File: config.mk
export PLATFORM = sky130hd
export DESIGN_NAME = espc_fifo
export DESIGN_NICKNAME = d
export VERILOG_FILES = /design/src/design/espc_pkg.sv /design/src/design/espc_fifo.sv
export SDC_FILE = /design/constraint.sdc
export NUM_CORES = 1
export LEC_CHECK = 0
export BUFFER_PORTS_ARGS = -buffer_cell sky130_fd_sc_hd__buf_2
export CAP_MARGIN = 40
export CORE_MARGIN = 2
export CORE_UTILIZATION = 55
export CTS_CLUSTER_SIZE = 16
export DETAILED_ROUTE_END_ITERATION = 8
export GPL_ROUTABILITY_DRIVEN = 0
export GPL_TIMING_DRIVEN = 0
export PLACE_DENSITY = 0.86
export SLEW_MARGIN = 20
export SYNTH_ARGS = -nofsm -noshare
export SYNTH_HDL_FRONTEND = slang
export SYNTH_SLANG_ARGS = --single-unit
File: constraint.sdc
create_clock -name aclk -period 3.2 [get_ports aclk]
set_clock_uncertainty 0.15 [all_clocks]
set_input_delay 0.16 -clock aclk [delete_from_list [all_inputs] [get_ports aclk]]
set_output_delay 0.16 -clock aclk [all_outputs]
set_load 0.02 [all_outputs]
File: src/design/espc_pkg.sv
`default_nettype none

package espc_pkg;

    localparam int PRICE_PORT_W = 8;
    localparam int MAX_ITEMS    = 32;
    localparam int PRICE_BITS   = 8;
    localparam int PRICE_MASK   = (1 << PRICE_BITS) - 1;
    localparam int HALF_LIMIT   = (MAX_ITEMS * PRICE_MASK) / 2;
    localparam int WORD_BITS    = 64;
    localparam int SEL_W        = 6;
    localparam int SUM_WORDS    = HALF_LIMIT / WORD_BITS + 1;
    localparam int ADDR_W       = (SUM_WORDS > 1) ? $clog2(SUM_WORDS) : 1;
    localparam int TOTAL_W      = $clog2(MAX_ITEMS * PRICE_MASK + 1);
    localparam int COUNT_W      = $clog2(MAX_ITEMS + 1);
    localparam int CMP_W        = (ADDR_W + 1 > PRICE_BITS) ? ADDR_W + 1 : PRICE_BITS;
    localparam int FIFO_DEPTH   = 2;
    localparam int FIFO_PTR_W   = 1;

    typedef logic [WORD_BITS-1:0] word_t;

    typedef struct packed {
        logic [PRICE_BITS-1:0] price;
        logic                  merge;
        logic                  last;
        logic                  ovf;
        logic [TOTAL_W-1:0]    total;
    } cmd_t;

    typedef enum logic [2:0] {
        BK_IDLE,
        BK_SWEEP,
        BK_DRAIN,
        BK_LOOKUP,
        BK_FETCH
    } back_state_t;

endpackage

`default_nettype wire

File: src/design/espc_fifo.sv
`default_nettype none

module espc_fifo (
    input  wire logic      aclk,
    input  wire logic      aresetn,
    input  wire logic      push_valid,
    output logic           push_ready,
    input  espc_pkg::cmd_t push_cmd,
    output logic           pop_valid,
    input  wire logic      pop,
    output espc_pkg::cmd_t pop_cmd
);

    import espc_pkg::*;

    cmd_t                  entry_reg [FIFO_DEPTH];
    logic [FIFO_PTR_W-1:0] wr_ptr_reg, wr_ptr_next;
    logic [FIFO_PTR_W-1:0] rd_ptr_reg, rd_ptr_next;
    logic [FIFO_PTR_W:0]   count_reg, count_next;
    logic                  do_push;
    logic                  do_pop;

    assign push_ready = count_reg != (FIFO_PTR_W + 1)'(FIFO_DEPTH);
    assign pop_valid  = count_reg != '0;
    assign pop_cmd    = entry_reg[rd_ptr_reg];
    assign do_push    = push_valid && push_ready;
    assign do_pop     = pop && pop_valid;

    always_comb begin
        wr_ptr_next = do_push ? wr_ptr_reg + FIFO_PTR_W'(1) : wr_ptr_reg;
        rd_ptr_next = do_pop ? rd_ptr_reg + FIFO_PTR_W'(1) : rd_ptr_reg;
        count_next  = count_reg + (FIFO_PTR_W + 1)'(do_push) - (FIFO_PTR_W + 1)'(do_pop);
    end

    always_ff @(posedge aclk) begin
        if (do_push) begin
            entry_reg[wr_ptr_reg] <= push_cmd;
        end
    end

    always_ff @(posedge aclk) begin
        if (!aresetn) begin
            wr_ptr_reg <= '0;
            rd_ptr_reg <= '0;
            count_reg  <= '0;
        end else begin
            wr_ptr_reg <= wr_ptr_next;
            rd_ptr_reg <= rd_ptr_next;
            count_reg  <= count_next;
        end
    end

endmodule

`default_nettype wire

==> results of run 1 <==
## metal layers
metal | vias up | GRT usage (%) | wire length [um] | share of wire [%]
met4 | 0 | 6.649 | 69 | 2.0
met3 | 7 | 5.634 | 163 | 4.7
li1 | 576 | - | - | -
met1 | 576 | 19.00 | 1338 | 38
met2 | 38 | 35.68 | 1929 | 55
met5 | - | 0 | 0 | 0
## placed cells by master, fill, tap and decap left out
master,count
edfxtp_1,48
a21boi_1,1
a211oi_1,1
mux2_2,24
or2_2,1
mux2i_1,1
nand3b_1,1
and3_1,1
ha_1,1
nor2b_1,1
o21ai_1,1
inv_6,2
inv_1,1
and2_1,3
buf_6,2
clkbuf_4,5
a32oi_1,1
nand2_1,1
nand3_1,1
xnor2_1,1
nor2_1,2
buf_8,2
clkinvlp_4,1
dlygate4sd3_1,26
nand2b_1,2
a21bo_1,2
buf_2,54
dfxtp_1,5
o21ai_0,1
## power by group
part / switching [mW] / total (mW) / internal (mW)
clock: 0.208 / 0.299 / 0.0914
combinational: 0.266 / 0.495 / 0.229
sequential: 0.0307 / 0.873 / 0.842
total: 0.504 / 1.67 / 1.16
## critical path, cell delays in order, from the launching register on
cell and delay [ns]:
dfxtp_1 0.33, buf_2 0.17, buf_6 0.17, mux2_2 0.35, buf_2 0.16
## final timing paths
check | from | end | slack, ns | depth (start not counted)
setup / recovery | flop | pop_cmd[6] | 1.33 | 4
hold / removal | pop | count_reg[1] | 0.05 | 3
setup reg to reg | count_reg[0] | entry_reg[1][15] | 1.36 | 3
hold reg to reg | wr_ptr_reg | wr_ptr_reg | 0.43 | 2
## cell type report
type	count	area, um2
inverter	1	3.754
timing repair buffer	81	555.5
buffer	3	27.53
tap	46	57.56
multi-input combinational	47	429.2
sequential	53	1541
fill	199	738.2
clock buffer	5	37.54
clock inverter	3	25.02
## per-stage QoR
| stage | cells | area, um2 |
|---|---|---|
| after floorplan | 104 | 2002 |
| after global placement | 203 | 2325 |
| after detailed placement | 205 | 2355 |
| after CTS | 239 | 2678 |
| after global routing | 239 | 2678 |
| final | 239 | 2678 |
## logic make-up (layout without fill, tap and decap cells)
kind of cell	Yosys count	in the layout	synth area share, %
flops	53	53	77.00
mux	25	25	14.00
simple gates	13	13	3.688
compound gates	7	7	2.687
buf+inv	4	93	1.562
fa+ha+maj	1	1	0.6249
xor+xnor	1	1	0.4376
## repair_timing
action,in CTS,in global routing
hold buffers,26,0
setup buffers,0,0
endpoints found under the hold margin,53,0
==> qor.csv, run 1 <==
metric,value,unit
"flops & latches, synth",53,
Synth Warn #,0,
power consumption,1.667,mW
vias in the first global route,1271,
grt total ovfl,0,
I/O pin total,54,
Die Width,64.33,um
DR WL/cell,14.65,um
period utilization,58.44,%
Worst setup SP type,flop,
clock buffer depth,2,
Leak,1.038,nW
first-pass GRT wire length,5671,um
Area Overhead vs Synth,33.75,%
Post-synth EDFFs,48,
largest net degree at the start of global routing,19,
area share of the leading cell type in the synthesized netlist,72.00,%
WP data required,2.89,ns
Die Area,4138,um2
synthesized area,2002,um2
RSZ-0062 raised after global routing,no,
outcome,"complete, no violations",
relative slew slack,66.90,%
detailed placement HPWL,2310,um
length of the first detailed-routing pass in iterations,4,
max reg flops,48,
Vert. Die Dim,64.33,um
"area leader, netlist",edfxtp_1,
kind of critical path,flop to output pin,
worst min path class,input port to flop,
count of cell types in the netlist,24,
drt first-iter violations,26,
Synth area leaders,"edfxtp_1, mux2_2, dfxtp_1, buf_6, a21bo_1",
Rows,21,
Final Hold Viols,0,
clk root buf,clkbuf_4,
"Setup violations, final",0,
Post-synth top cells,"edfxtp_1, mux2_2, dfxtp_1",
H-tree depth,2,
worst hold-check slack,0.05144,ns
routed vias/inst,5.008,
Core Region,3416,um2
CTS tree,built,
peak fanout along the critical path,10,
total CTS buffers,5,
n_diodes,0,
drt total wl,3501,um
GRT Util Overall,18.69,%
Syn Area/Cell,19.25,um2
Worst-Skew Late Latency,0.37,ns
Initial Util,58.61,%
clock tree sinks,53,
routed via count,1197,
CP Capture Type,output pin,
initial antenna violation count,0,
DRT antenna net count,0,
top_reg_cell synth,edfxtp_1,
Finished Core Util,78.39,%
post-layout min period,1.870,ns
Syn Nets,133,
asr flop ratio synth,0,%
Resized cells post-CTS,0,
final net count,221,
setup slack after layout,1.330,ns
Setup TNS Final,0,ns
worst slew pin tran,0.4964,ns
power per cell area,622.4,nW/um2
Mapped Cells,104,
most common cell in the netlist,edfxtp_1,
DRC errors left,0,
"IR drop worst, VDD",0.0004377,V
Final Slew Violations,0,
IO buf count,53,
"CTS clk-pin slew, worst paths",0.15,ns
Max Cap Violations,0,
fraction of layout cells with a size suffix above 1,47.15,%
sequential share of the synthesized area,77.00,%
Setup WS pre-CTS,1.365,ns
CP Data Arrival Time,1.56,ns
FMAX,534.7,MHz
Power figures use the tool's default switching activity.
==> run 2: changes to the inputs <==
--- a/config.mk
+++ b/config.mk
@@ -8,12 +8,12 @@
 export BUFFER_PORTS_ARGS = -buffer_cell sky130_fd_sc_hd__buf_2
 export CAP_MARGIN = 40
 export CORE_MARGIN = 2
-export CORE_UTILIZATION = 55
+export CORE_UTILIZATION = 51
 export CTS_CLUSTER_SIZE = 16
 export DETAILED_ROUTE_END_ITERATION = 8
 export GPL_ROUTABILITY_DRIVEN = 0
 export GPL_TIMING_DRIVEN = 0
-export PLACE_DENSITY = 0.86
+export PLACE_DENSITY = 0.81
 export SLEW_MARGIN = 20
 export SYNTH_ARGS = -nofsm -noshare
 export SYNTH_HDL_FRONTEND = slang
==> constraint.sdc (replaced) <==
create_clock -name aclk -period 1.96 [get_ports aclk]
set_clock_uncertainty 0.15 [all_clocks]
set_input_delay 0.098 -clock aclk [delete_from_list [all_inputs] [get_ports aclk]]
set_output_delay 0.098 -clock aclk [all_outputs]
set_load 0.02 [all_outputs]
==> run 2 against run 1 <==
  * Sequential power up 63%
  * Critical path type is now flop to flop
  * Via count fell by 0.42%
  * Highest routed layer unchanged
  * Register-to-register slack worse by 1.2 ns
  * Count of clock-buffer cells in the layout up 1
  * Sequential share of layout area down 0.56 points
  * Cell count increased by 0.42%
  * Combinational power up 65%
  * Clock power increased by 89%
  * Critical path depth is the same
  * Power increased by 69%
  * Global-route usage decreased by 1.4 points
==> qor.csv, run 2 (same netlist as run 1, synthesis figures left out) <==
metric,value,unit
largest net degree at the start of global routing,19,
Worst setup SP type,flop,
"CP delay by family, top",buffers and inverters,
fillers,252,
power consumption,2.809,mW
fin cells,240,
FMAX,557.4,MHz
Hold Path End,wr_ptr_reg,
CP peak stage delay,0.46,ns
post-layout min period,1.794,ns
Worst-Skew Late Latency,0.30,ns
Final Hold Viols,0,
reg2reg path depth,4,
Placed Cells incl. Taps,207,
kind of critical path,flop to flop,
crit-path cells,nand2b_1 > nand3b_1 > inv_1 > buf_16,
vias in the first global route,1232,
relative slew slack,73.08,%
DRT antenna net count,0,
initial antenna violation count,0,
Core Region,3716,um2
WP buf/inv,2,
Leak,1.051,nW
Die Width,66.65,um
DRC errors left,0,
CP Data Arrival Time,1.65,ns
worst r2r dst,entry_reg[0][17],
Initial Util,53.87,%
WP data required,1.82,ns
outcome,"complete, no violations",
Setup TNS Final,0,ns
first-pass GRT wire length,5471,um
power per cell area,1039,nW/um2
"commonest non-fill, non-tap cell in the layout",buf_2,
drt first-iter violations,48,
"Setup violations, final",0,
Die Area,4442,um2
Vert. Die Dim,66.65,um
Area Overhead vs Synth,35.06,%
final net count,220,
Rows,22,
CTS tree,built,
RSZ-0062 raised after global routing,no,
HP Start,push_valid,
Final Slew Violations,0,
GRT Util Overall,17.27,%
n_diodes,0,
hold path cells,3,
grt total ovfl,0,
H-tree depth,2,
detailed placement HPWL,2308,um
r2r startpoint,count_reg[0],
period utilization,91.54,%
clock tree sinks,53,
Setup Buffers After CTS,0,
flop-to-flop setup slack,0.17,ns
total CTS buffers,5,
DR WL/cell,14.37,um
length of the first detailed-routing pass in iterations,4,
peak fanout along the critical path,18,
"IR drop worst, VDD",0.0006030,V
IO buf count,53,
"CTS clk-pin slew, worst paths",0.09,ns
CP Capture Type,flop,
clock buffer depth,2,
Slowest cell on crit path,dfxtp_1,
I/O pin total,54,
"commonest cells after routing, fill and taps aside","buf_2, edfxtp_1, dlygate4sd3_1",
drt total wl,3449,um
clk root buf,clkbuf_8,
max reg flops,48,
Max Cap Violations,0,
worst min path class,input port to flop,
fraction of layout cells with a size suffix above 1,47.40,%
worst slew pin tran,0.4034,ns
routed vias/inst,4.967,
routed via count,1192,
-- run 2: cell types whose count changed in the layout (fill, tap and decap cells not counted) --
cell	delta
inv_6	-2
clkinv_2	+2
and3_1	-1
buf_16	+1
clkbuf_8	+5
clkbuf_4	-5
dlygate4sd3_1	-1
clkbuf_1	+1
clkinvlp_4	-1
buf_8	-1
and3_2	+1
-- run 2: report_power, final --
part	internal (mW)	leakage [nW]	switching [mW]
Combinational	0.383	0.516	0.436
Clock	0.248	0.0450	0.318
Sequential	1.37	0.490	0.0498
-- run 2: layout make-up --
type / count / area, um2 / area share [%]
Inverter: 1 / 3.754 / 0.1388
Timing Repair Buffer: 80 / 558.0 / 20.64
Sequential cell: 53 / 1541 / 57.01
Multi-Input combinational cell: 47 / 430.4 / 15.92
Buffer: 3 / 27.53 / 1.018
Clock inverter: 2 / 10.01 / 0.3702
Tap cell: 48 / 60.06 / 2.221
Clock buffer: 6 / 72.57 / 2.684
-- run 2: how the worst max path moves through the flow --
stage                  from  depth (start not counted)  slack (ns)               end
4_1_cts        count_reg[0]                          3       0.009  entry_reg[1][15]
3_5_place_dp   count_reg[0]                          3        0.03   entry_reg[1][1]
3_3_place_gp   count_reg[0]                          2       -0.11   entry_reg[1][0]
2_1_floorplan  count_reg[0]                          2        0.02   entry_reg[1][0]
5_1_grt        count_reg[0]                          4        0.04  entry_reg[0][18]
6_report       count_reg[0]                          4        0.17  entry_reg[0][17]
-- run 2: per-stage QoR --
stage	setup slack, ns	util [%]	instance area, um2	hold slack [ns]
3_3_place_gp	-0.1113	62.63	2327	0.1354
2_1_floorplan	0.02066	-	2002	0.04687
3_5_place_dp	0.03298	63.77	2370	0.1402
4_1_cts	0.008810	72.73	2703	0.01990
6_report	0.1659	72.76	2704	0.03419
5_1_grt	0.04297	72.76	2704	0.04252
-- run 2: repair_timing --
item,CTS,global route
hold buffers,25,0
setup endpoints to repair,0,13
hold endpoints to repair,53,0
gates resized for setup,0,1
-- run 2: per-layer routing --
metal | vias to the layer above | track usage [%] | share of wire (%)
met5 | - | 0 | 0
met4 | 0 | 5.357 | 1.2
met1 | 572 | 18.84 | 41
met2 | 40 | 31.62 | 53
li1 | 575 | - | -
met3 | 5 | 5.574 | 4.8
-- run 2: worst register-to-register path, stage by stage (launching register included) --
cell and delay, ns:
dfxtp_1 0.46, nand2b_1 0.21, nand3b_1 0.13, inv_1 0.33, buf_16 0.21
==> run 3: changes to the inputs <==
--- a/config.mk
+++ b/config.mk
@@ -13,7 +13,7 @@
 export DETAILED_ROUTE_END_ITERATION = 8
 export GPL_ROUTABILITY_DRIVEN = 0
 export GPL_TIMING_DRIVEN = 0
-export PLACE_DENSITY = 0.81
+export PLACE_DENSITY_LB_ADDON = 0.25
 export SLEW_MARGIN = 20
 export SYNTH_ARGS = -nofsm -noshare
 export SYNTH_HDL_FRONTEND = slang
==> run 3 against run 2 <==
  * Utilization is 0.37 points higher
  * Sequential share of layout area fell by 0.29 points
  * Cell count up 0.42%
  * Power up 1.2%
  * Non-clock buffer count increased by 1
  * Worst setup slack better by 0.043 ns
  * Cell area up 0.51%
  * Highest routed layer unchanged
==> qor.csv, run 3 (same netlist as run 1, synthesis figures left out) <==
metric,value,unit
Setup TNS Final,0,ns
RSZ-0062 raised after global routing,no,
fin cells,241,
drt total wl,3318,um
routed via count,1172,
detailed placement HPWL,2167,um
Max Cap Violations,0,
fillers,262,
Final Hold Viols,0,
Final Slew Violations,0,
first-pass GRT wire length,5133,um
I/O pin total,54,
drt first-iter violations,65,
CP Data Arrival Time,1.67,ns
FMAX,571.2,MHz
max reg flops,48,
Die Area,4442,um2
Slowest cell on crit path,dfxtp_1,
peak fanout along the critical path,13,
outcome,"complete, no violations",
clock buffer depth,2,
IO buf count,53,
crit-path cells,nand2b_1 > nand3b_1 > clkinvlp_4 > buf_8,
Multi-input gate area,430.4,um2
worst slew pin tran,0.3256,ns
total CTS buffers,5,
fraction of layout cells with a size suffix above 1,48.19,%
power per cell area,1046,nW/um2
CTS tree,built,
Worst-Skew Late Latency,0.30,ns
H-tree depth,2,
Int Pwr,2.011,mW
relative slew slack,78.30,%
WP data required,1.87,ns
Placed Cells incl. Taps,207,
Setup Buffers After CTS,0,
"CTS clk-pin slew, worst paths",0.09,ns
clk root buf,clkbuf_8,
"Setup violations, final",0,
combinational fraction of design power,28.5,%
Initial Util,53.87,%
grt total ovfl,0,
kind of critical path,flop to flop,
Leak,1.048,nW
Sequential Power Share,50.1,%
routed vias/inst,4.863,
initial antenna violation count,0,
post-layout min period,1.751,ns
clock tree sinks,53,
"commonest non-fill, non-tap cell in the layout",buf_2,
n_diodes,0,
"IR drop worst, VDD",0.0006613,V
vias in the first global route,1199,
"commonest cells after routing, fill and taps aside","buf_2, edfxtp_1, dlygate4sd3_1",
P_sw,833.0,uW
CP Capture Type,flop,
setup slack after layout,0.2092,ns
largest net degree at the start of global routing,19,
clock power share,21.4,%
power consumption,2.844,mW
FF/Latch Area,1541,um2
final net count,221,
sw frac,29.29,%
Rows,22,
Worst setup SP type,flop,
DRC errors left,0,
GRT Util Overall,16.22,%
DR WL/cell,13.77,um
worst min path class,input port to flop,
Die Width,66.65,um
Area Overhead vs Synth,35.75,%
length of the first detailed-routing pass in iterations,4,
Core Region,3716,um2
period utilization,89.33,%
DRT antenna net count,0,
Vert. Die Dim,66.65,um
CP peak stage delay,0.47,ns
Setup WS pre-CTS,0.04350,ns
run 3: metal layers:
layer / vias up / GRT usage (%) / share of wire [%]
met2: 37 / 30.63 / 55
li1: 573 / - / -
met1: 556 / 17.27 / 39
met3: 6 / 3.378 / 4.9
met5: - / 0 / 0
met4: 0 / 6.888 / 0.96
run 3: area by class of cell:
class / count / area share [%]
sequential: 53 / 56.72
timing repair buffer: 81 / 20.44
multi-input combinational: 47 / 15.84
clock buffer: 5 / 2.532
tap: 48 / 2.210
buffer: 3 / 1.013
clock inverter: 3 / 0.9668
inverter: 1 / 0.2762
run 3: final timing paths:
check                     from               to  slack (ns)  cells past startpoint
setup reg to reg  count_reg[1]  entry_reg[0][7]        0.21                      4
hold reg to reg     wr_ptr_reg       wr_ptr_reg        0.44                      2
hold / removal             pop     count_reg[1]        0.08                      3
setup / recovery  count_reg[1]  entry_reg[0][7]        0.21                      4
run 3: worst max-delay path: cells and delay by family, from the launching register on:
kind	cells	cell delay, ns
buf+inv	2	0.57
flops	1	0.47
simple gates	2	0.33
run 3: power by group through the flow:
| stage | clock (mW) | sequential (mW) | combinational [mW] |
|---|---|---|---|
| floorplan | 0 | 1.44 | 0.543 |
| global placement | 0 | 1.44 | 0.737 |
| detailed placement | 0 | 1.45 | 0.770 |
| CTS | 0.635 | 1.42 | 0.816 |
| global route | 0.668 | 1.44 | 0.876 |
| finish | 0.608 | 1.42 | 0.811 |
run 3: what timing repair did:
action                     CTS  global route
hold endpoints to repair    53             0
setup endpoints to repair    0            24
resized for setup            0             2
hold buffers                26             0
run 3: metrics by stage:
stage / hold slack [ns] / area, um2 / utilization (%)
3_3_place_gp: 0.1355 / 2327 / 62.63
4_1_cts: 0.06642 / 2713 / 73.00
2_1_floorplan: 0.04687 / 2002 / -
6_report: 0.08309 / 2718 / 73.13
5_1_grt: 0.08894 / 2718 / 73.13
3_5_place_dp: 0.1407 / 2357 / 63.43
