### config.mk
export PLATFORM = sky130hd
export DESIGN_NAME = espc_front
export DESIGN_NICKNAME = d
export VERILOG_FILES = /design/src/design/espc_pkg.sv /design/src/design/espc_front.sv
export SDC_FILE = /design/constraint.sdc
export NUM_CORES = 1
export LEC_CHECK = 0
export BUFFER_PORTS_ARGS = -buffer_cell sky130_fd_sc_hd__buf_2
export CORE_ASPECT_RATIO = 2
export CORE_UTILIZATION = 45
export CTS_CLUSTER_DIAMETER = 200
export CTS_CLUSTER_SIZE = 10
export DETAILED_ROUTE_END_ITERATION = 8
export HOLD_SLACK_MARGIN = 0.1
export PLACE_DENSITY = 0.81
export SLEW_MARGIN = 25
export SYNTH_ARGS = -nofsm -noshare
export SYNTH_HDL_FRONTEND = slang
export SYNTH_SLANG_ARGS = --single-unit
### constraint.sdc
create_clock -name aclk -period 5.7 [get_ports aclk]
set_input_delay 0.285 -clock aclk [delete_from_list [all_inputs] [get_ports aclk]]
set_output_delay 0.285 -clock aclk [all_outputs]
set_load 0.01 [all_outputs]
### src/design/espc_pkg.sv
`default_nettype none

package espc_pkg;

    localparam int PRICE_PORT_W = 8;
    localparam int MAX_ITEMS    = 32;
    localparam int PRICE_BITS   = 8;
    localparam int PRICE_MASK   = (1 << PRICE_BITS) - 1;
    localparam int HALF_LIMIT   = (MAX_ITEMS * PRICE_MASK) / 2;
    localparam int WORD_BITS    = 64;
    localparam int SEL_W        = 6;
    localparam int SUM_WORDS    = HALF_LIMIT / WORD_BITS + 1;
    localparam int ADDR_W       = (SUM_WORDS > 1) ? $clog2(SUM_WORDS) : 1;
    localparam int TOTAL_W      = $clog2(MAX_ITEMS * PRICE_MASK + 1);
    localparam int COUNT_W      = $clog2(MAX_ITEMS + 1);
    localparam int CMP_W        = (ADDR_W + 1 > PRICE_BITS) ? ADDR_W + 1 : PRICE_BITS;
    localparam int FIFO_DEPTH   = 2;
    localparam int FIFO_PTR_W   = 1;

    typedef logic [WORD_BITS-1:0] word_t;

    typedef struct packed {
        logic [PRICE_BITS-1:0] price;
        logic                  merge;
        logic                  last;
        logic                  ovf;
        logic [TOTAL_W-1:0]    total;
    } cmd_t;

    typedef enum logic [2:0] {
        BK_IDLE,
        BK_SWEEP,
        BK_DRAIN,
        BK_LOOKUP,
        BK_FETCH
    } back_state_t;

endpackage

`default_nettype wire

### src/design/espc_front.sv
`default_nettype none

module espc_front (
    input  wire logic                              aclk,
    input  wire logic                              aresetn,
    input  wire logic                              s_valid,
    output logic                                   s_ready,
    input  wire logic [espc_pkg::PRICE_PORT_W-1:0] s_price,
    input  wire logic                              s_last_item,
    output logic                                   q_valid,
    input  wire logic                              q_ready,
    output espc_pkg::cmd_t                         q_cmd
);

    import espc_pkg::*;

    logic [COUNT_W-1:0]    count_reg, count_next;
    logic [TOTAL_W-1:0]    total_reg, total_next;
    logic                  ovf_reg, ovf_next;
    logic [PRICE_BITS-1:0] price;
    logic                  full;
    logic                  accept;

    assign price   = PRICE_BITS'(s_price);
    assign full    = count_reg >= COUNT_W'(MAX_ITEMS);
    assign s_ready = q_ready;
    assign q_valid = s_valid;
    assign accept  = s_valid && q_ready;

    always_comb begin
        q_cmd.price = price;
        q_cmd.merge = !ovf_reg && !full;
        q_cmd.last  = s_last_item;
        q_cmd.ovf   = ovf_reg || full;
        q_cmd.total = q_cmd.merge ? total_reg + TOTAL_W'(price) : total_reg;
    end

    always_comb begin
        count_next = count_reg;
        total_next = total_reg;
        ovf_next   = ovf_reg;
        if (accept) begin
            if (s_last_item) begin
                count_next = '0;
                total_next = '0;
                ovf_next   = 1'b0;
            end else begin
                count_next = q_cmd.merge ? count_reg + COUNT_W'(1) : count_reg;
                total_next = q_cmd.total;
                ovf_next   = q_cmd.ovf;
            end
        end
    end

    always_ff @(posedge aclk) begin
        if (!aresetn) begin
            count_reg <= '0;
            total_reg <= '0;
            ovf_reg   <= 1'b0;
        end else begin
            count_reg <= count_next;
            total_reg <= total_next;
            ovf_reg   <= ovf_next;
        end
    end

endmodule

`default_nettype wire

==> results of run 1 <==
-- kinds of logic (layout without fill, tap and decap cells) --
family                     Yosys count  in the layout  synth area share, %
AOI/OAI and AO/OA                   56             56                 28.9
xor gates and xnor gates             8              8                 4.65
adders and majority gates           11             11                 9.63
buffers and inverters               25             51                 9.05
DFF                                 20             20                 26.6
muxes                                2              2                 1.33
and+or+nand+nor                     63             63                 19.9
-- final cells by class --
class,count,area (sq um)
inverter,8,30.0
timing repair buffer,39,198
clock buffer,4,55.1
tap,31,38.8
sequential,20,400
fill,317,1500
multi-input combinational,140,971
-- synth_stat cells (all sizes together) --
| cell type | instances | share of area (%) |
|---|---|---|
| ha | 10 | 8.3 |
| o41a | 1 | 0.75 |
| a21o | 5 | 2.5 |
| o2111ai | 2 | 1.6 |
| nand2b | 1 | 0.42 |
| and4 | 1 | 0.58 |
| o31ai | 2 | 1.0 |
| nor2 | 16 | 4.0 |
| nand4b | 1 | 0.58 |
| a22oi | 3 | 1.5 |
| o21ai | 11 | 3.9 |
| fa | 1 | 1.3 |
| a31oi | 4 | 1.7 |
| clkbuf | 5 | 1.2 |
| buf | 12 | 5.8 |
| o21a | 4 | 2.0 |
| o32ai | 1 | 1.8 |
| nand2 | 18 | 4.5 |
| or2b | 1 | 0.50 |
| dfxtp | 20 | 27 |
| o211ai | 3 | 1.5 |
| nor2b | 1 | 0.42 |
| o31a | 1 | 0.66 |
| o211a | 1 | 0.66 |
| or4 | 1 | 0.50 |
| a2111oi | 1 | 1.0 |
| a21oi | 7 | 2.3 |
| mux2i | 2 | 1.3 |
| a211oi | 3 | 1.8 |
| or2 | 1 | 0.42 |
| a32o | 3 | 2.0 |
| or3 | 5 | 2.1 |
| inv | 8 | 2.0 |
| o41ai | 1 | 0.58 |
| a32oi | 2 | 1.2 |
| xor2 | 5 | 2.9 |
| xnor2 | 3 | 1.7 |
| nor3 | 6 | 2.3 |
| o21bai | 1 | 0.50 |
| nand3 | 11 | 3.7 |
-- metal layers --
layer  wire length (microns)  share of wire, %
met5                       0                 0
met2                    1940                54
met3                     144               4.0
met1                    1420                40
met4                      78               2.2
-- metrics by stage --
step | utilization, % | worst slack (ps) | instance area, sq um | hold slack (ps)
6_report | 53.0 | 3070 | 1690 | 401
5_1_grt | 53.0 | 2920 | 1690 | 391
4_1_cts | 53.0 | 3070 | 1690 | 388
3_5_place_dp | 51.3 | 3290 | 1640 | 460
3_3_place_gp | 51.3 | 3320 | 1640 | 454
2_1_floorplan | - | 3590 | 1510 | 438
-- worst max-delay path, stage by stage (launching register included) --
cell     delay, ps
dfxtp_1        340
ha_1           220
inv_1           80
fa_1           210
nor2b_1         80
o31a_2         330
o32ai_4        430
nor2_1          90
xor2_1         160
buf_2          140
-- worst paths after layout --
kind,depth (start not counted),to
setup / recovery,9,q_cmd[8]
hold / removal,3,total_reg[7]
setup reg to reg,8,total_reg[10]
hold reg to reg,2,count_reg[5]
-- layout by cell type (no fill, tap or decap), types with 2 or more instances in the layout --
cell	netlist	layout
buf_2	1	38
dfxtp_1	20	20
nand2_1	18	18
nor2_1	16	16
nand3_1	11	11
o21ai_0	10	10
ha_1	10	10
inv_1	8	8
a21oi_1	7	7
a21o_1	5	5
xor2_1	5	5
nor3_1	5	5
or3_1	5	5
o21a_1	4	4
a31oi_1	4	4
clkbuf_8	0	4
o211ai_1	3	3
xnor2_1	3	3
a32o_1	3	3
a22oi_1	3	3
a211oi_1	2	2
o31ai_1	2	2
mux2i_1	2	2
a32oi_1	2	2
-- power groups by stage --
stage                     combinational [uW]  clock [uW]  sequential (uW)
after global routing                    78.8         119              145
after global placement                  68.8           0              148
after CTS                               70.7         112              145
after floorplan                         51.5           0              147
final                                   70.5         111              145
after detailed placement                70.0           0              148
==> summary.md, run 1 <==
| Metric | Value |
|---|---|
| Critical path required time | around 5400 ps |
| Tot Pwr | 326 uW |
| Layout cell share with drive strength beyond 1 | between 20% and 30% |
| Crit start category | flip-flop |
| Antenna diodes | 0 |
| Min cycle time layout | 2630 ps |
| Chip height | approximately 84 microns |
| Hold path startpoint | aresetn |
| Met1 global-route usage | roughly a quarter |
| Run status | completed |
| Routed WL | about 3.6 mm |
| P_leak | 0.000737 uW |
| Max-Slew Margin vs Limit | a little under three fifths |
| Crit path kind | flip-flop to output pin |
| Clock power share | about a third |
| Met3 GRT Util | around 3.2% |
| Yosys reg bits | 20 |
| P_sw | 94.0 uW |
| Std-Cell Rows | 29 |
| Vias after detailed routing | 1,474 |
| Worst Setup SP | total_reg[0] |
| Hold crit path type | input port to flip-flop |
| CTS root buf | clkbuf_8 |
| Tot GR Track Use | approximately 22% |
| Met2 Usage GRT | about two fifths |
| Internal power | between 200 and 250 uW |
| Hold_buf cts | 0 |
| Reg2reg setup slack | 3380 ps |
| Post-Syn Area per Cell | just over 8 sq um |
| Period utilization | 46.2% |
| Setup TNS | 0 ps |
| Largest net degree at the start of global routing | 22 |
| 1st-pass router iterations | 4 |
| DR iter-0 viols | 33 |
| Vias per std cell | just over 6 |
| Post-CTS Resized | 0 |
| DP HPWL | ~2.7 mm |
| Port Buf Inserts | 38 |
| Nets@finish | about 240 |
| Gpl congestion | 0.811 |
| Core area | about 0.0032 sq mm |
| Reg clk slew, reported paths | 80 ps |
| Post-synth net total | approximately 210 |
| Layout area overhead | 12.3% |
| Mapped Area | 0.00151 sq mm |
| Setup repair after global routing missed its margin | no |
| Endpoints failing hold | 0 |
| Sequential share of power | 44.4% |
| Largest register FFs | 13 |
| Yosys warns | 0 |
| Worst slew pin tran | 660 ps |
| Synthesized instance count | around 190 |
| Post-DRT Antenna Nets | 0 |
| Buffers from clock root to sink, at most | 2 |
| Max Slew Vio Count | 0 |
| Clock skew | approximately 2.8 ps |
| Fin cells | 242 |
| Gate power share | around 22% |
| Mean routed wirelength per cell | 14.8 microns |
| Sequential share of the synthesized area | 26.6% |
| Inserted Clock Buffers | 3 |
| Sw frac | slightly below 30% |
| DRC Markers | 0 |
| Max Freq | 0.380 GHz |
| GRT Max-Usage Layer | met2 |
| TritonCTS clock tree | built |
| Distinct cells, synth | 45 |
| R2r startpoint | total_reg[0] |
| Initial Utilization | between 40% and 50% |
| IR drop worst, VDD | between 0.00015 and 0.0002 V |
| Sink Count | 20 |
| Post-CTS Setup Inserts | 0 |
| Clk_lat worst skew | about 260 ps |
| Worst EP arrival | around 2400 ps |
| Final setup viols | 0 |
| Initial antenna violation count | 0 |
| Setup crit end kind | output pin |
| Top-Level Pins | 39 |
| Htree depth | 1 |
| Die Wd | ~43 microns |
| Vias in the first global route | 1,460 |
| First-pass GRT wire length | about 6.4 mm |
| PwrDens | 193 mW/mm^2 |
| Global route total overflow | 0 |
| CP max FO | 9 |
| Placed Cells | ~240 |
| Max cap viols | 0 |
| Die area | 0.00360 sq mm |
Power figures use the tool's default switching activity.
==> run 2: changes to the inputs <==
==> constraint.sdc (replaced) <==
create_clock -name aclk -period 2.5 [get_ports aclk]
set_input_delay 0.125 -clock aclk [delete_from_list [all_inputs] [get_ports aclk]]
set_output_delay 0.125 -clock aclk [all_outputs]
set_load 0.01 [all_outputs]
==> summary.md, run 2 (synthesis gave the netlist of run 1 again) <==
| Metric | Value |
|---|---|
| Run status | completed |
| Gpl congestion | 0.816 (+0.60%) |
| Setup TNS | 0 ps (unchanged) |
| Buffers from clock root to sink, at most | 2 (unchanged) |
| Reg clk slew, reported paths | 80 ps (about the same) |
| Vias per std cell | 6.02 (-1.2%) |
| Max Freq | around 0.42 GHz |
| First-pass GRT wire length | 6.01 mm (-5.5%) |
| Crit-path slowest cell | dfxtp_1 |
| Vias in the first global route | 1,426 (-2.3%) |
| Die Wd | 42.9 microns (unchanged) |
| PwrDens | 431 mW/mm^2 (+120%) |
| Vias after detailed routing | 1,474 (unchanged) |
| Setup crit end kind | output pin |
| DR iter-0 viols | 37 (+12%) |
| R2r startpoint | total_reg[0] |
| Setup repair after global routing missed its margin | no |
| Port Buf Inserts | 38 (unchanged) |
| Min cycle time layout | between 2000 and 2500 ps |
| Core area | 0.00319 sq mm (unchanged) |
| Clock skew | 4.91 ps (+2.12 ps) |
| Die area | 0.00360 sq mm (unchanged) |
| Fin cells | 245 (+1.2%) |
| Placed Cells | 240 (+0.84%) |
| Period utilization | a little over nine tenths |
| 1st-pass router iterations | 4 (unchanged) |
| Crit Reg-Reg Endpoint | total_reg[10] |
| IR drop worst, VDD | 0.000351 V (+130%) |
| Max cap viols | 0 (unchanged) |
| Largest register FFs | 13 (unchanged) |
| Crit start category | flip-flop |
| Hold crit path type | input port to flip-flop |
| Global route total overflow | 0 (unchanged) |
| Antenna diodes | 0 (unchanged) |
| Max Slew Vio Count | 0 (unchanged) |
| Cells along the critical path | ha_1 -> a211oi_2 -> nor3_2 -> a2111oi_2 -> xor2_1 -> o21ai_0 -> buf_2 |
| Final setup viols | 0 (unchanged) |
| Fillers | 310 (-2.2%) |
| Worst hold slack | 238 ps (-163 ps) |
| P_leak | 0.000753 uW (+2.1%) |
| Crit path kind | flip-flop to output pin |
| Worst Setup SP | total_reg[1] |
| Clk_lat worst skew | 260 ps (about the same) |
| Mean routed wirelength per cell | 14.2 microns (-3.8%) |
| CTS root buf | clkbuf_8 |
| Layout area overhead | 14.4% |
| Top Family by Delay on Critical Path | compound AO/OA/AOI/OAI gates |
| Inserted Clock Buffers | 3 (unchanged) |
| Nets@finish | 239 (+1.3%) |
| DRC Markers | 0 (unchanged) |
| Post-DRT Antenna Nets | 0 (unchanged) |
| Critical path required time | 2380 ps (-3030 ps) |
| Final core occ | 54.0% (+1.0 points) |
| Post-route cell area | 0.00173 sq mm (+1.9%) |
| Hold path startpoint | aresetn |
| Max-Slew Margin vs Limit | 54.7% (-0.92 points) |
| Worst EP arrival | 2270 ps (-80 ps) |
| TritonCTS clock tree | built |
| Instance count on the critical path | 7 (-2) |
| Largest net degree at the start of global routing | 15 (-32%) |
| Chip height | 83.9 microns (unchanged) |
| Tot GR Track Use | 20.8% (-1.4 points) |
| CP max FO | 4 (-5) |
| Reg2reg setup slack | 330 ps (-3050 ps) |
| Critical path destination | q_cmd[7] |
| Most common cell after layout, fill and taps aside | buf_2 |
| Htree depth | 1 (unchanged) |
| Commonest cells after routing, fill and taps aside | buf_2 (38), dfxtp_1 (20), nand2_1 (18) |
| Sink Count | 20 (unchanged) |
| Std-Cell Rows | 29 (unchanged) |
| DP HPWL | 2.67 mm (+0.22%) |
| Critical path's largest stage delay | 380 ps (-50 ps) |
| Cell Area, Placed | 0.00165 sq mm (+0.92%) |
| Initial antenna violation count | 0 (unchanged) |
| Routed WL | 3.49 mm (-2.6%) |
| Layout cell share with drive strength beyond 1 | 26.6% (+2.5 points) |
| Endpoints failing hold | 0 (unchanged) |
| CP Buf/Inv Count | 1 (-1) |
| Top-Level Pins | 39 (unchanged) |
| Initial Utilization | 47.2% (unchanged) |
| Worst slew pin tran | 674 ps (+13.7 ps) |
| Worst-case reg-to-reg path depth | 8 (unchanged) |
-- run 2: cell types whose count changed in the layout (fill, tap and decap cells not counted) --
cell	delta
o31ai_2	+1
buf_4	+3
ha_2	+1
ha_1	-1
o31ai_1	-1
nor2b_2	+1
nor2b_1	-1
-- run 2: how the worst min path moves through the flow --
stage	endpoint	depth (start not counted)
2_1_floorplan	q_cmd[14]	1
3_3_place_gp	q_cmd[21]	2
3_5_place_dp	q_cmd[21]	2
4_1_cts	total_reg[12]	3
5_1_grt	total_reg[7]	3
6_report	total_reg[12]	3
-- run 2: metrics by stage --
stage	power, uW	worst slack [ps]
finish	743	103
global route	776	2.70
CTS	747	68.6
detailed placement	499	283
global placement	495	349
floorplan	453	441
-- run 2: area by class of cell --
class	count	area (sq um)	share of cell area (%)
timing repair buffer	42	220	12.8
multi-input combinational	140	981	56.9
clock buffer	4	55.1	3.19
tap	31	38.8	2.25
sequential	20	400	23.2
inverter	8	30.0	1.74
-- run 2: layer usage --
| metal | track usage, % | share of wire [%] | up-vias |
|---|---|---|---|
| li1 | - | - | 727 |
| met2 | 37.2 | 55 | 43 |
| met3 | 2.16 | 3.6 | 5 |
| met4 | 10.5 | 1.6 | 0 |
| met5 | 0 | 0 | - |
| met1 | 23.1 | 40 | 699 |
-- run 2: tightest hold or removal path, cell delays in order --
cell and delay, ps:
buf_2 170, nand3_1 100, nand3_1 60
-- run 2: what timing repair did --
| action | in CTS | in global routing |
|---|---|---|
| buffers inserted | 0 | 1 |
| hold endpoints to repair | 0 | 0 |
| gates resized for setup | 0 | 3 |
| hold buffers | 0 | 0 |
| setup endpoints to repair | 0 | 4 |
-- run 2: where the power goes --
part	internal (uW)	leakage, uW	switching (uW)	total (uW)
logic	67.8	0.000562	96.8	165
registers	324	0.000162	5.47	330
clock network	140	0.0000288	108	248
total	533	0.000753	210	743
==> run 3: changes to the inputs <==
==> constraint.sdc (replaced) <==
create_clock -name aclk -period 2.9 [get_ports aclk]
set_input_delay 0.145 -clock aclk [delete_from_list [all_inputs] [get_ports aclk]]
set_output_delay 0.145 -clock aclk [all_outputs]
set_load 0.01 [all_outputs]
==> summary.md, run 3 (synthesis gave the netlist of run 1 again) <==
| Metric | Value |
|---|---|
| Commonest cells after routing, fill and taps aside | buf_2 (38), dfxtp_1 (20), nand2_1 (18) |
| Routed WL | 3.38 mm (-3.2%) |
| Setup repair after global routing missed its margin | no |
| Min cycle time layout | 2480 ps |
| Post-CTS Setup Inserts | 0 (unchanged) |
| Die Wd | 42.9 microns (unchanged) |
| 1st-pass router iterations | 4 (unchanged) |
| Gate power share | 21.6% (-0.6 points) |
| Max cap viols | 0 (unchanged) |
| Setup TNS | 0 ps (unchanged) |
| Vias in the first global route | 1,334 (-6.5%) |
| Sequential share of power | 44.5% (about the same) |
| CP max FO | 9 (+5) |
| IR drop worst, VDD | 0.000278 V (-21%) |
| Gpl congestion | 0.829 (+1.7%) |
| Worst Setup SP | total_reg[0] |
| Period utilization | 85.4% |
| Buffers from clock root to sink, at most | 2 (unchanged) |
| DRC Markers | 0 (unchanged) |
| Post-route cell area | 0.00169 sq mm (-1.9%) |
| Inserted Clock Buffers | 3 (unchanged) |
| Critical path required time | 2760 ps (+380 ps) |
| Crit path kind | flip-flop to output pin |
| PwrDens | 377 mW/mm^2 (-12%) |
| Post-DRT Antenna Nets | 0 (unchanged) |
| Cell Area, Placed | 0.00164 sq mm (-0.91%) |
| Final core occ | 53.0% (-1.0 points) |
| Worst EP arrival | 2330 ps (+60 ps) |
| First-pass GRT wire length | 5.73 mm (-4.7%) |
| Max Slew Vio Count | 0 (unchanged) |
| Initial Utilization | 47.2% (unchanged) |
| Reg clk slew, reported paths | 80 ps (about the same) |
| Initial antenna violation count | 0 (unchanged) |
| Layout area overhead | 12.3% |
| Clock power share | 33.9% (+0.5 points) |
| Vias after detailed routing | 1,426 (-3.3%) |
| TritonCTS clock tree | built |
| Internal power | 457 uW (-14%) |
| Most common cell after layout, fill and taps aside | buf_2 |
| Vias per std cell | 5.89 (-2.1%) |
| Post-CTS Resized | 0 (unchanged) |
| Run status | completed |
| Final setup viols | 0 (unchanged) |
| Std-Cell Rows | 29 (unchanged) |
| DP HPWL | 2.62 mm (-1.8%) |
| R2r startpoint | total_reg[0] |
| Largest net degree at the start of global routing | 22 (+7) |
| Largest register FFs | 13 (unchanged) |
| Hold path startpoint | aresetn |
| Sw frac | 28.5% (+0.17 points) |
| DR iter-0 viols | 51 (+38%) |
| Tot GR Track Use | 20.0% (-0.78 points) |
| Setup crit end kind | output pin |
| Max-Slew Margin vs Limit | 52.5% (-2.2 points) |
| Placed Cells | 238 (-0.83%) |
| P_leak | 0.000737 uW (-2.0%) |
| Worst slew pin tran | 707 ps (+33.0 ps) |
| Top-Level Pins | 39 (unchanged) |
| Antenna diodes | 0 (unchanged) |
| Sink Count | 20 (unchanged) |
| CTS root buf | clkbuf_8 |
| Nets@finish | 236 (-1.3%) |
| Clk_lat worst skew | 260 ps (about the same) |
| Port Buf Inserts | 38 (unchanged) |
| Max Freq | between 0.4 and 0.5 GHz |
| Global route total overflow | 0 (unchanged) |
| Die area | 0.00360 sq mm (unchanged) |
| P_sw | 182 uW (-14%) |
| Core area | 0.00319 sq mm (unchanged) |
| Layout cell share with drive strength beyond 1 | 24.2% (-2.5 points) |
| Endpoints failing hold | 0 (unchanged) |
| Clock skew | 1.41 ps (-3.50 ps) |
| Crit start category | flip-flop |
| Tot Pwr | 639 uW (-14%) |
| Mean routed wirelength per cell | 14.0 microns (-2.0%) |
| Fin cells | 242 (-1.2%) |
| Htree depth | 1 (unchanged) |
| Chip height | 83.9 microns (unchanged) |
| Hold_buf cts | 0 (unchanged) |
| Hold crit path type | input port to flip-flop |
-- run 3: cell count changes in the layout (fill, tap and decap cells not counted) --
cell	before	now
nor2b_2	1	0
ha_2	1	0
o31ai_1	1	2
ha_1	9	10
nor2b_1	0	1
o31ai_2	1	0
buf_4	4	1
-- run 3: worst max-delay path, cell delays in order (launching register included) --
cell	delay, ps
dfxtp_1	330
ha_1	220
inv_1	80
fa_1	220
nor2b_1	70
o31a_2	320
o32ai_4	420
nor2_1	90
xor2_1	160
buf_2	140
-- run 3: final timing paths --
kind / end / slack, ps / cells past startpoint
setup / recovery: q_cmd[8] / 420 / 9
hold / removal: total_reg[7] / 250 / 3
setup reg to reg: total_reg[10] / 590 / 8
hold reg to reg: count_reg[5] / 490 / 2
-- run 3: final cells by class --
class | count | area, sq um
fill | 310 | 1500
multi-input combinational | 140 | 971
sequential | 20 | 400
timing repair buffer | 39 | 198
clock buffer | 4 | 55.1
tap | 31 | 38.8
inverter | 8 | 30.0
-- run 3: routing by layer --
metal,up-vias,part of all wire [%],global-route usage (%)
met5,-,0,0
met4,0,2.2,11.6
li1,723,-,-
met3,7,3.2,1.52
met2,42,53,34.8
met1,654,41,22.8
-- run 3: power groups by stage --
stage          Sequential, uW  Clock [uW]  Combinational (uW)
6_report                  284         217                 138
5_1_grt                   285         228                 153
4_1_cts                   285         220                 138
3_5_place_dp              291           0                 137
3_3_place_gp              291           0                 135
2_1_floorplan             290           0                 101
-- run 3: metrics by stage --
step | hold WS, ps | worst slack [ps]
detailed placement | 473 | 617
global route | 280 | 293
floorplan | 365 | 841
CTS | 243 | 422
global placement | 455 | 741
finish | 246 | 425
